File: config.mk
export PLATFORM = sky130hd
export DESIGN_NAME = rsa_cell
export DESIGN_NICKNAME = d
export VERILOG_FILES = /design/src/rtl/rsa_pkg.sv /design/src/rtl/rsa_cell.sv
export SDC_FILE = /design/constraint.sdc
export NUM_CORES = 1
export LEC_CHECK = 0
export ABC_CLOCK_PERIOD_IN_PS = 4100
export BUFFER_PORTS_ARGS = -buffer_cell sky130_fd_sc_hd__buf_2
export CORE_MARGIN = 2
export CORE_UTILIZATION = 40
export DETAILED_ROUTE_END_ITERATION = 8
export HOLD_SLACK_MARGIN = 0.15
export PLACE_DENSITY = 0.67
export SYNTH_ARGS = -nofsm -noshare
export SYNTH_HDL_FRONTEND = slang
export SYNTH_SLANG_ARGS = --single-unit
File: constraint.sdc
create_clock -name clk -period 4.1 [get_ports clk]
set_clock_uncertainty 0.2 [all_clocks]
set_input_delay 0.41 -clock clk [delete_from_list [all_inputs] [get_ports clk]]
set_output_delay 0.41 -clock clk [all_outputs]
set_load 0.005 [all_outputs]
File: src/rtl/rsa_pkg.sv
// rsa_pkg: shared types, codes and defaults for the rotating slot allocator
// no dependencies; imported by rsa_cell, rotating_slot_allocator_steal_oldest, rsa_grant_checker and the testbench

package rsa_pkg;

	// default sizing, handed down through the top-level parameters
	localparam int RSA_POOL_SIZE = 64;
	localparam int RSA_TIME_BITS = 32;

	// fixed field widths of the ports
	localparam int ACTIVE_W = 7;
	localparam int BASE_W   = 16;
	localparam int SLOT_W   = 6;
	localparam int NOW_W    = 32;

	// configuration register indexes
	localparam logic REG_ACTIVE_SLOTS = 1'b0;
	localparam logic REG_POOL_BASE    = 1'b1;

	// request opcodes
	localparam logic OP_ALLOC   = 1'b0;
	localparam logic OP_RELEASE = 1'b1;

	// per-slot update broadcast to the cell row
	typedef struct packed {
		logic set;	// mark busy and stamp with the current time
		logic clr;	// mark free
	} cmd_t;

	// width of the scan record handed from cell to cell:
	// valid bit plus two segments of {found, free slot, has busy, old slot, max age}
	function automatic int rec_width(input int pool_size, input int time_bits);
		int idx_w;
		idx_w = $clog2(pool_size);
		return 1 + 2 * (2 + 2 * idx_w + time_bits);
	endfunction

endpackage

File: src/rtl/rsa_cell.sv
// rsa_cell: one pool slot (busy mark, start time) and one stage of the scan chain
// depends on rsa_pkg

module rsa_cell
	import rsa_pkg::*;
#(
	parameter int POOL_SIZE = RSA_POOL_SIZE,
	parameter int TIME_BITS = RSA_TIME_BITS,
	parameter int CELL_IDX  = 0,
	localparam int IDX_W    = $clog2(POOL_SIZE),
	localparam int CNT_W    = $clog2(POOL_SIZE + 1),
	localparam int REC_W    = rec_width(POOL_SIZE, TIME_BITS)
) (
	input  logic                 clk,
	input  logic                 arst_n,
	input  cmd_t                 cmd,
	input  logic [IDX_W-1:0]     cmd_slot,
	input  logic [TIME_BITS-1:0] now,
	input  logic [IDX_W-1:0]     scan_start,
	input  logic [CNT_W-1:0]     active_cnt,
	input  logic [REC_W-1:0]     rec_in,
	output logic [REC_W-1:0]     rec_out
);

	typedef struct packed {
		logic                 found;
		logic [IDX_W-1:0]     free_slot;
		logic                 has_busy;
		logic [IDX_W-1:0]     old_slot;
		logic [TIME_BITS-1:0] max_age;
	} seg_t;

	typedef struct packed {
		logic vld;
		seg_t seg_a;	// slots from the start pointer up to the active count
		seg_t seg_b;	// slots below the start pointer, scanned after the wrap
	} rec_t;

	localparam logic [IDX_W-1:0] MY_IDX = IDX_W'(CELL_IDX);
	localparam logic [CNT_W-1:0] MY_CNT = CNT_W'(CELL_IDX);

	logic                 busy_q;
	logic [TIME_BITS-1:0] start_time_q;
	logic                 hit;
	logic                 in_act;
	logic                 in_a;
	logic [TIME_BITS-1:0] age;
	rec_t                 rin;
	rec_t                 nxt;
	seg_t                 seg;
	rec_t                 rec_s1;

	assign hit    = (cmd_slot == MY_IDX);
	assign in_act = (MY_CNT < active_cnt);
	assign in_a   = (MY_IDX >= scan_start);
	assign age    = now - start_time_q;
	assign rin    = rec_t'(rec_in);

	// busy mark
	always_ff @(posedge clk or negedge arst_n) begin
		if (!arst_n) begin
			busy_q <= 1'b0;
		end else if (cmd.set && hit) begin
			busy_q <= 1'b1;
		end else if (cmd.clr && hit) begin
			busy_q <= 1'b0;
		end
	end

	// start time stamp, only read while busy
	always_ff @(posedge clk) begin
		if (cmd.set && hit) begin
			start_time_q <= now;
		end
	end

	// fold this slot into its segment of the record
	always_comb begin
		nxt = rin;
		seg = in_a ? rin.seg_a : rin.seg_b;
		if (!busy_q) begin
			if (!seg.found) begin
				seg.found     = 1'b1;
				seg.free_slot = MY_IDX;
			end
		end else if (!seg.has_busy || age >= seg.max_age) begin
			seg.has_busy = 1'b1;
			seg.old_slot = MY_IDX;
			seg.max_age  = age;
		end
		if (in_act) begin
			if (in_a) begin
				nxt.seg_a = seg;
			end else begin
				nxt.seg_b = seg;
			end
		end
	end

	// hand the record to the next cell
	always_ff @(posedge clk or negedge arst_n) begin
		if (!arst_n) begin
			rec_s1 <= '0;
		end else begin
			rec_s1 <= nxt;
		end
	end

	assign rec_out = rec_s1;

endmodule

==> results.ini, run 1 <==
[sta]
slew_headroom = 0.353
final_max_slew_viol_count = 0
worst_slack_ps = -568
final_period_minus_worst_setup_slack_ps = 4670
rsz0062_at_grt = yes
finalHoldViolations = 0
tightest_slew_ps = 961
highest_achievable_clock_rate_ghz = 0.214
fin_tns_setup_ps = -35560
layout_worst_path_cycle_share = 1.14
final-setup-viol-count = 76

[routing]
detailroute.via_count = 8233
finalWirelength_um = 28200
detail_route.first_pass.iterations = 5
antenna_violating_nets_post_route = 0
drt_iter0_markers = 465
route.detailed.drc = 0
wire_per_inst_um = 17.3
detail_route.vias_per_cell = 5.06

[yosys]
synth.yosys.seq_area_share = 0.423
yosysTopAreaCell = sky130_fd_sc_hd__dfrtp_1
synthTopCellsByCount = 133 x sky130_fd_sc_hd__nand2_1, 94 x sky130_fd_sc_hd__dfrtp_1, 63 x sky130_fd_sc_hd__ha_1
ys_async_sr_fraction = 0.746
dominantRegCellSynth = sky130_fd_sc_hd__dfrtp_1
ys_types = 65
syn-cell-area_um2 = 7840
synth_area_leaders = sky130_fd_sc_hd__dfrtp_1 30%, sky130_fd_sc_hd__edfxtp_1 12%, sky130_fd_sc_hd__ha_1 10%, sky130_fd_sc_hd__nand2_1 6.4%, sky130_fd_sc_hd__mux2i_1 6.0%
synth_most_common_cell = sky130_fd_sc_hd__nand2_1
synth-edff-count = 32
yosys.area.top_type_share = 0.300
count_of_synthesis_stage_warnings_from_yosys = 0
synth_seq_cells = 126
syn-instance-count = 808
mappedNetlistNets = 1020
postSynthAreaPerCell_um2 = 9.70

[pwr]
powerDensity_nw_per_um2 = 319
power.static_leakage_nw = 6.72
max-vdd-ir-drop_mv = 0.306

[placed_design]
dp_hpwl_um = 18900
buffer_ports.inserted = 240
placed_cells_incl_taps = 1427
place.gp.congestion = 0.915

[critical_path]
startpoint_type = register
critPathBufInv = 3
crit_fanout = 8
critPathArrivalTime_ps = 4810
list_of_cells_traversed_by_the_critical_path = inv_2 > ha_4 > nor2b_4 > o31a_1 > a41o_4 > o2111ai_4 > nand2_2 > o21ai_2 > xor2_2 > inv_2 > ha_4 > nand2_2 > o21ai_2 > nand2_1 > and3_4 > or4_4 > nand2_8 > buf_12 > mux2i_4 > mux2i_1 > a21oi_1
largest_delay_contributor_family_on_the_critical_path = compound AO/OA/AOI/OAI gates
reg2reg_from = start_time_q[1]
timing.critical_path.to_type = register
crit_slowest_cell = sky130_fd_sc_hd__or4_4
worst-setup-path-type = reg -> reg
destination_of_the_worst_register_to_register_timing_path = rec_out[29]
cp.required_ps = 4240
timing.reg2reg.setup_slack_ps = -570
max_stage_delay_ps = 590
timing.reg2reg.worst_path_depth = 21

[run_status]
status = finished, violations left
violations = negative setup slack

[global_routing]
grt_antenna_before_repair = 2
grt-ovfl-total = 0
via_count_of_the_first_global_routing_pass = 8537
grt_first_pass_wirelength_um = 41900
globalRouteTotalUtil = 0.262
grt_start_max_net_pins = 74

[floorplan]
die_y_um = 144
rows = 51
top_level_ports = 241
placeableCoreArea_um2 = 19300
die-width_um = 144
design.die.area_um2 = 20700
start_util = 0.405

[cells_and_area]
drive_above_1_share = 0.447
finalNetCount = 1560
num-fill-cells = 1391
non_filler_cells_in_the_finished_layout = 1628
layout-area-overhead-vs-synth_pct = 72.3
layout.area.seq_um2 = 3310
multi_input_comb_area_um2 = 4970

[clock_network]
clock-sinks = 126
clock-root-buffer = sky130_fd_sc_hd__clkbuf_16
number_of_buffers_between_clock_root_and_the_deepest_sink = 2
htree_levels = 4
clock_latency_ps = 430
clock_pin_slew_of_the_registers_on_the_worst_case_setup_and_hold_paths_ps = 60
cts_made_buffers = 17
tritoncts = built

[min_path]
hold_end = rec_out[75]
hold_path.startpoint = now[29]
hold_path.class = in -> reg
timing.hold.worst_path_depth = 5

[job]
maxCapViolations = 0

-- cell families (layout without fill, tap and decap cells) --
family / after synthesis / count (layout) / share of synthesized area
XOR/XNOR: 28 / 28 / 0.0313
adder cells (fa/ha/maj): 64 / 64 / 0.103
multiplexers: 72 / 72 / 0.0960
buffers and inverters: 91 / 644 / 0.0487
flip-flops: 126 / 126 / 0.423
other: 0 / 2 / 0
AND/OR/NAND/NOR: 259 / 259 / 0.159
AO/OA/AOI/OAI: 168 / 168 / 0.140
-- power breakdown --
part	total (W)	internal, W	switching [W]
clock	0.00162	0.000986	0.000631
combinational	0.00128	0.000682	0.000595
sequential	0.00141	0.00138	0.0000331
-- sequential cells by signal, indices dropped and copies added, names as in the netlist --
name          cells
start_time_q     32
rec_out          93
busy_q            1
-- worst max-delay path by stage --
| stage | start | endpoint | slack [ps] | cells past startpoint |
|---|---|---|---|---|
| finish | start_time_q[1] | rec_out[29] | -570 | 21 |
| global placement | now[1] | rec_out[28] | -670 | 18 |
| floorplan | now[0] | rec_out[46] | -240 | 23 |
| detailed placement | now[1] | rec_out[74] | -750 | 18 |
| global route | start_time_q[1] | rec_out[15] | -760 | 22 |
| CTS | start_time_q[0] | rec_out[29] | -380 | 21 |
-- layout by cell type (no fill, tap or decap), drive strengths merged, types with 28 or more instances in the layout --
master	count
a21oi	55
dfrtp	94
edfxtp	32
buf	427
inv	60
dlygate4sd3	130
nor2	28
ha	63
nand2	134
o21ai	30
mux2i	47
-- tightest hold or removal path: cells and delay by family --
kind | cells | cell delay (ps)
AOI/OAI and AO/OA | 1 | 60
adders and majority gates | 1 | 130
muxes | 1 | 170
buffers and inverters | 2 | 230
-- cell type report --
cell class,count,area share
clock inverter,14,0.0134
clock buffer,18,0.0325
multi-input combinational,591,0.368
inverter,55,0.0162
timing repair buffer,557,0.299
tap,265,0.0246
antenna,2,0.000371
sequential,126,0.245
-- metal layers --
layer	share of wire	global-route usage	routed length [µm]	vias up
met4	0.038	0.110	1060	0
met1	0.41	0.300	11500	3918
met5	0	0	0	-
met2	0.49	0.466	13800	317
li1	-	-	-	3935
met3	0.064	0.0650	1790	63
-- timing repair --
item,4_1_cts,5_1_grt
hold buffers,130,0
buffers inserted,28,12
hold endpoints to repair,198,0
resized for setup,89,72
pin swaps,30,52
setup endpoints to repair,76,76
cloned,1,0
-- stage by stage --
step	total power, W	setup WS [ps]	utilization	instance area [µm²]	hold WS (ps)
5_1_grt	0.00449	-761	0.698	13500	436
6_report	0.00431	-568	0.698	13500	427
3_3_place_gp	0.00235	-669	0.545	10500	325
3_5_place_dp	0.00236	-753	0.545	10500	320
2_1_floorplan	0.00189	-236	-	7990	-85.6
4_1_cts	0.00422	-379	0.678	13100	405
No activity file was read; power rests on OpenSTA's default activity.
==> run 2, diff against run 1 <==
--- a/config.mk
+++ b/config.mk
@@ -9,6 +9,7 @@
 export BUFFER_PORTS_ARGS = -buffer_cell sky130_fd_sc_hd__buf_2
 export CORE_MARGIN = 2
 export CORE_UTILIZATION = 40
+export CTS_CLUSTER_SIZE = 40
 export DETAILED_ROUTE_END_ITERATION = 8
 export HOLD_SLACK_MARGIN = 0.15
 export PLACE_DENSITY = 0.67
==> constraint.sdc (replaced) <==
create_clock -name clk -period 4.1 [get_ports clk]
set_clock_uncertainty 0.2 [all_clocks]
set_input_delay 0 -clock clk [delete_from_list [all_inputs] [get_ports clk]]
set_output_delay 0 -clock clk [all_outputs]
set_load 0.02 [all_outputs]
==> results.ini, run 2 (same netlist as run 1, synthesis figures left out) <==
[routing]
wire_per_inst_um = 17.9  ; +3.4%
drt_iter0_markers = 528  ; +14%
detail_route.first_pass.iterations = 5  ; unchanged
finalWirelength_um = 30100  ; +6.8%
route.detailed.drc = 0  ; unchanged
detail_route.vias_per_cell = 5.11  ; +1.1%
detailroute.via_count = 8596  ; +4.4%
antenna_violating_nets_post_route = 0  ; unchanged

[sta]
highest_achievable_clock_rate_ghz = 0.222  ; +3.8%
slew_headroom = 0.312  ; -0.0418
final-setup-viol-count = 76  ; unchanged
final_period_minus_worst_setup_slack_ps = 4500  ; -171 ps
rsz0062_at_grt = yes
worst_slack_ps = -396  ; +171 ps
final_max_slew_viol_count = 0  ; unchanged
layout_worst_path_cycle_share = 1.10  ; -0.0418
tightest_slew_ps = 1020  ; +62.2 ps
finalHoldViolations = 0  ; unchanged
fin_tns_setup_ps = -23370  ; +12190 ps

[clock_network]
clock_latency_ps = 420  ; about the same
cts_made_buffers = 17  ; unchanged
clock_pin_slew_of_the_registers_on_the_worst_case_setup_and_hold_paths_ps = 60  ; about the same
clock-sinks = 126  ; unchanged
htree_levels = 4  ; unchanged
number_of_buffers_between_clock_root_and_the_deepest_sink = 2  ; unchanged
clock-root-buffer = sky130_fd_sc_hd__clkbuf_16
tritoncts = built

[global_routing]
grt_antenna_before_repair = 2  ; unchanged
grt_first_pass_wirelength_um = 44800  ; +6.8%
grt-ovfl-total = 0  ; unchanged
globalRouteTotalUtil = 0.279  ; +0.0168
grt_start_max_net_pins = 54  ; -27%
via_count_of_the_first_global_routing_pass = 8728  ; +2.2%

[floorplan]
die-width_um = 144  ; unchanged
start_util = 0.405  ; unchanged
rows = 51  ; unchanged
die_y_um = 144  ; unchanged
design.die.area_um2 = 20700  ; unchanged
placeableCoreArea_um2 = 19300  ; unchanged
top_level_ports = 241  ; unchanged

[critical_path]
startpoint_type = register
list_of_cells_traversed_by_the_critical_path = inv_2 > ha_4 > nor2b_4 > o31a_1 > a41o_1 > buf_4 > o2111ai_4 > a21oi_2 > or3b_4 > ha_4 > a21boi_2 > a2111oi_4 > and3_4 > or4_4 > nand2_8 > buf_12 > mux2i_1 > nand2_1 > nand2_1
largest_delay_contributor_family_on_the_critical_path = simple AND/OR/NAND/NOR gates
timing.critical_path.to_type = register
crit_slowest_cell = sky130_fd_sc_hd__or4_4
critPathBufInv = 3  ; unchanged
cp.required_ps = 4250  ; about the same
max_stage_delay_ps = 470  ; -120 ps
crit_fanout = 11  ; +3
worst-setup-path-type = reg -> reg
critPathArrivalTime_ps = 4650  ; -160 ps

[cells_and_area]
layout.cells.most_common = sky130_fd_sc_hd__buf_2
drive_above_1_share = 0.413  ; -0.0337
finalNetCount = 1613  ; +3.4%
stdcell_area_um2 = 14000  ; +3.5%
number_of_flip_flops_in_the_largest_register = 93  ; unchanged
layout_common_cells = 239 x sky130_fd_sc_hd__buf_2, 201 x sky130_fd_sc_hd__dlygate4sd3_1, 156 x sky130_fd_sc_hd__buf_4
layout-area-overhead-vs-synth_pct = 78.3

[pwr]
power.total_w = 0.00442  ; +2.5%
power.static_leakage_nw = 6.86  ; +2.2%
powerDensity_nw_per_um2 = 316  ; -0.92%
max-vdd-ir-drop_mv = 0.291  ; -4.9%

[placed_design]
place.gp.congestion = 0.944  ; +3.2%
buffer_ports.inserted = 240  ; unchanged
dp_hpwl_um = 19100  ; +1.5%
postPlaceCellArea_um2 = 10300  ; -1.9%

[job]
maxCapViolations = 0  ; unchanged

[run_status]
status = finished, violations left
violations = negative setup slack

[min_path]
hold_path.class = in -> reg

## run 2: cell count changes in the layout (fill, tap and decap cells not counted), moves of 4 or more
cell                            change
sky130_fd_sc_hd__dlygate4sd3_1     +71
sky130_fd_sc_hd__buf_4             -15
sky130_fd_sc_hd__mux2_2             +6
sky130_fd_sc_hd__mux2_4             -6
sky130_fd_sc_hd__ha_1               -5
sky130_fd_sc_hd__mux2i_1            +5
sky130_fd_sc_hd__mux2i_2            -5
sky130_fd_sc_hd__buf_12             -4
sky130_fd_sc_hd__o21ai_1            +4
## run 2: area by class of cell
| type | instances | area, µm² |
|---|---|---|
| fillers | 1334 | 5370 |
| multi-input cells | 591 | 4920 |
| repair buffers | 610 | 4580 |
| clock buffers | 19 | 454 |
| inverters | 55 | 206 |
| flip-flops and latches | 126 | 3310 |
| well taps | 265 | 332 |
| diodes | 3 | 7.51 |
| clock inverters | 13 | 151 |
## run 2: worst min-delay path: cells and delay by family
family / cells / cell delay, ps
buffers and inverters: 2 / 630
AND/OR/NAND/NOR: 1 / 110
## run 2: path summary, 6_finish.rpt
| check | cells past startpoint | to | start | slack [ps] |
|---|---|---|---|---|
| max | 19 | rec_out[13] | start_time_q[1] | -400 |
| min | 3 | rec_out[89] | rec_in[89] | 150 |
| max reg2reg | 19 | rec_out[13] | start_time_q[1] | -400 |
| min reg2reg | 2 | rec_out[84] | busy_q | 560 |
| max in group asynchronous | 4 | rec_out[20] | arst_n | 2730 |
| min in group asynchronous | 4 | rec_out[63] | arst_n | 480 |
## run 2: timing repair
| action | in CTS | in global routing |
|---|---|---|
| hold buffers | 202 | 0 |
| gates resized for setup | 66 | 74 |
| endpoints found under the hold margin | 252 | 0 |
| endpoints found under the setup margin | 76 | 76 |
| pin swaps | 20 | 16 |
| setup buffers | 23 | 16 |
## run 2: power breakdown
group	internal, W	switching, W	leakage [nW]
Sequential	0.00138	0.0000372	1.39
Clock	0.000944	0.000636	0.294
Combinational	0.000708	0.000709	5.18
## run 2: layer usage
layer | wire [µm] | vias to the layer above | GRT usage
li1 | - | 4032 | -
met1 | 12000 | 4108 | 0.334
met2 | 14600 | 374 | 0.476
met3 | 2250 | 82 | 0.0683
met4 | 1220 | 0 | 0.122
met5 | 0 | - | 0
## run 2: stage by stage
stage               cells  utilization  hold slack (ps)  setup slack, ps
floorplan             808            -             -496             -176
global placement     1408        0.535             -114             -423
detailed placement   1408        0.535             -102             -545
CTS                  1664        0.697              151             -315
global route         1681        0.722              157             -580
finish               1682        0.722              154             -396
==> run 3, diff against run 2 <==
--- a/config.mk
+++ b/config.mk
@@ -12,7 +12,7 @@
 export CTS_CLUSTER_SIZE = 40
 export DETAILED_ROUTE_END_ITERATION = 8
 export HOLD_SLACK_MARGIN = 0.15
-export PLACE_DENSITY = 0.67
+export PLACE_DENSITY = 0.73
 export SYNTH_ARGS = -nofsm -noshare
 export SYNTH_HDL_FRONTEND = slang
 export SYNTH_SLANG_ARGS = --single-unit
==> results.ini, run 3 (same netlist as run 1, synthesis figures left out) <==
[run_status]
status = finished, violations left
violations = negative setup slack

[critical_path]
cp.required_ps = 4240  ; about the same
list_of_cells_traversed_by_the_critical_path = inv_2 > ha_4 > nor2b_4 > o31a_1 > a41o_1 > buf_6 > o2111ai_4 > nand2_4 > o41ai_4 > xnor2_2 > ha_1 > nand2_1 > nor2_1 > nand2_2 > and3_4 > or4_4 > nand2_8 > buf_12 > mux2i_4 > mux2i_1 > a21oi_1
largest_delay_contributor_family_on_the_critical_path = simple AND/OR/NAND/NOR gates
worst-setup-path-type = reg -> reg
timing.critical_path.to_type = register
cp_num_cells = 21  ; +2
timing.reg2reg.setup_slack_ps = -760  ; -360 ps
critPathArrivalTime_ps = 5000  ; +350 ps
startpoint_type = register
crit_end = rec_out[29]
max_stage_delay_ps = 560  ; +90 ps
destination_of_the_worst_register_to_register_timing_path = rec_out[29]
reg2reg_from = start_time_q[1]
timing.reg2reg.worst_path_depth = 21  ; +2
crit_fanout = 8  ; -3
setup.worst_path.start = start_time_q[1]
critPathBufInv = 3  ; unchanged
crit_slowest_cell = sky130_fd_sc_hd__or4_4

[cells_and_area]
layout-area-overhead-vs-synth_pct = 81.4
finalNetCount = 1632  ; +1.2%
number_of_flip_flops_in_the_largest_register = 93  ; unchanged
final_core_util = 0.735  ; +0.0126
non_filler_cells_in_the_finished_layout = 1700  ; +1.1%
stdcell_area_um2 = 14200  ; +1.7%
drive_above_1_share = 0.409  ; -0.00408
layout_common_cells = 239 x sky130_fd_sc_hd__buf_2, 214 x sky130_fd_sc_hd__dlygate4sd3_1, 164 x sky130_fd_sc_hd__buf_4
layout.cells.most_common = sky130_fd_sc_hd__buf_2

[placed_design]
place.gp.congestion = 0.965  ; +2.2%
postPlaceCellArea_um2 = 10300  ; -0.22%
buffer_ports.inserted = 240  ; unchanged
placed_cells_incl_taps = 1405  ; -0.21%
dp_hpwl_um = 19100  ; about the same

[job]
maxCapViolations = 0  ; unchanged

[floorplan]
design.die.area_um2 = 20700  ; unchanged
placeableCoreArea_um2 = 19300  ; unchanged
top_level_ports = 241  ; unchanged
rows = 51  ; unchanged
start_util = 0.405  ; unchanged
die_y_um = 144  ; unchanged
die-width_um = 144  ; unchanged

[sta]
rsz0062_at_grt = yes
final-setup-viol-count = 76  ; unchanged
tightest_slew_ps = 1030  ; +5.09 ps
final_period_minus_worst_setup_slack_ps = 4860  ; +364 ps
worst_slack_ps = -760  ; -364 ps
slew_headroom = 0.308  ; -0.00343
final_max_slew_viol_count = 0  ; unchanged
highest_achievable_clock_rate_ghz = 0.206  ; -7.5%
finalHoldViolations = 0  ; unchanged
layout_worst_path_cycle_share = 1.19  ; +0.0887

[clock_network]
clock_latency_ps = 430  ; about the same
clock-root-buffer = sky130_fd_sc_hd__clkbuf_16
htree_levels = 4  ; unchanged
number_of_buffers_between_clock_root_and_the_deepest_sink = 2  ; unchanged
cts_made_buffers = 17  ; unchanged
clock-sinks = 126  ; unchanged
clock_pin_slew_of_the_registers_on_the_worst_case_setup_and_hold_paths_ps = 60  ; about the same
tritoncts = built

[routing]
finalWirelength_um = 34300  ; +14%
detailroute.via_count = 9269  ; +7.8%
antenna_violating_nets_post_route = 0  ; unchanged
route.detailed.drc = 0  ; unchanged
detail_route.vias_per_cell = 5.45  ; +6.7%
wire_per_inst_um = 20.2  ; +13%
detail_route.first_pass.iterations = 6  ; +1
drt_iter0_markers = 627  ; +19%

[global_routing]
grt_start_max_net_pins = 52  ; -3.7%
globalRouteTotalUtil = 0.311  ; +0.0319
grt-ovfl-total = 0  ; unchanged
grt_first_pass_wirelength_um = 49300  ; +10%
via_count_of_the_first_global_routing_pass = 9541  ; +9.3%
grt_antenna_before_repair = 3  ; +1

[pwr]
power.combinational.fraction = 0.332  ; +0.011
sw_frac_of_total = 0.317  ; +0.00416
switching_power_w = 0.00147  ; +6.7%
max-vdd-ir-drop_mv = 0.304  ; +4.6%
power_report.internal_total_w = 0.00318  ; +4.7%
power.static_leakage_nw = 7.03  ; +2.4%
seqPwrFrac = 0.305  ; -0.016
p_clk_frac = 0.363  ; +0.005
power.total_w = 0.00465  ; +5.3%
powerDensity_nw_per_um2 = 327  ; +3.5%

[min_path]
hold_path.class = in -> reg

run 3: cell types whose count changed in the layout (fill, tap and decap cells not counted), moves of 5 or more:
| cell | before | now |
|---|---|---|
| sky130_fd_sc_hd__a21oi_1 | 34 | 44 |
| sky130_fd_sc_hd__a21oi_2 | 15 | 6 |
| sky130_fd_sc_hd__a31oi_1 | 4 | 9 |
| sky130_fd_sc_hd__buf_4 | 156 | 164 |
| sky130_fd_sc_hd__dlygate4sd3_1 | 201 | 214 |
| sky130_fd_sc_hd__mux2_2 | 13 | 6 |
| sky130_fd_sc_hd__mux2_4 | 12 | 19 |
| sky130_fd_sc_hd__mux2i_1 | 42 | 32 |
| sky130_fd_sc_hd__mux2i_4 | 3 | 13 |
| sky130_fd_sc_hd__nand2_1 | 128 | 123 |
run 3: power by group through the flow:
stage | Combinational (W) | Clock (W) | Sequential (W)
after floorplan | 0.000448 | 0 | 0.00155
after global placement | 0.000988 | 0 | 0.00143
after detailed placement | 0.00101 | 0 | 0.00144
after CTS | 0.00137 | 0.00168 | 0.00141
after global routing | 0.00163 | 0.00175 | 0.00143
final | 0.00154 | 0.00169 | 0.00142
run 3: how the worst min path moves through the flow:
stage                            endpoint  slack [ps]  startpoint  cells past startpoint
after floorplan                    busy_q        -500      arst_n                      0
after global placement        rec_out[63]        -130      arst_n                      1
after detailed placement      rec_out[90]        -130      arst_n                      1
after CTS                     rec_out[39]         150  rec_in[39]                      3
after global routing      start_time_q[7]         160      now[7]                      2
final                         rec_out[68]         160  rec_in[68]                      3
run 3: what timing repair did:
action,CTS,global route
endpoints found under the setup margin,76,76
hold buffers,214,1
pin swaps,46,29
hold endpoints to repair,252,1
gates cloned,2,0
resized for setup,80,70
setup buffers,36,12
run 3: metal layers:
metal  up-vias  part of all wire  global-route usage
li1       4079                 -                   -
met1      4397              0.37               0.348
met2       605              0.49               0.538
met3       186             0.084              0.0736
met4         2             0.064               0.185
met5         -           0.00038                   0
run 3: worst reg2reg max path: cells and delay by family, from the launching register on:
kind	cells	cell delay, ps
AO/OA/AOI/OAI	5	1310
XOR/XNOR	1	170
buffers and inverters	3	390
AND/OR/NAND/NOR	8	1440
multiplexers	2	350
flip-flops	1	380
adder cells (fa/ha/maj)	2	540
run 3: area by class of cell:
cell class | count | area, µm²
Sequential cell | 126 | 3310
Timing Repair Buffer | 629 | 4760
Multi-Input combinational cell | 591 | 4960
Clock buffer | 18 | 429
Inverter | 55 | 206
Tap cell | 265 | 332
Clock inverter | 14 | 203
Antenna cell | 2 | 5.00
Fill cell | 1249 | 5120
run 3: metrics by stage:
step | hold WS, ps | TNS [ps] | setup slack [ps]
floorplan | -496 | -4600 | -176
global placement | -126 | -31820 | -500
detailed placement | -127 | -35250 | -582
CTS | 152 | -25700 | -423
global route | 160 | -58790 | -886
finish | 158 | -48760 | -760
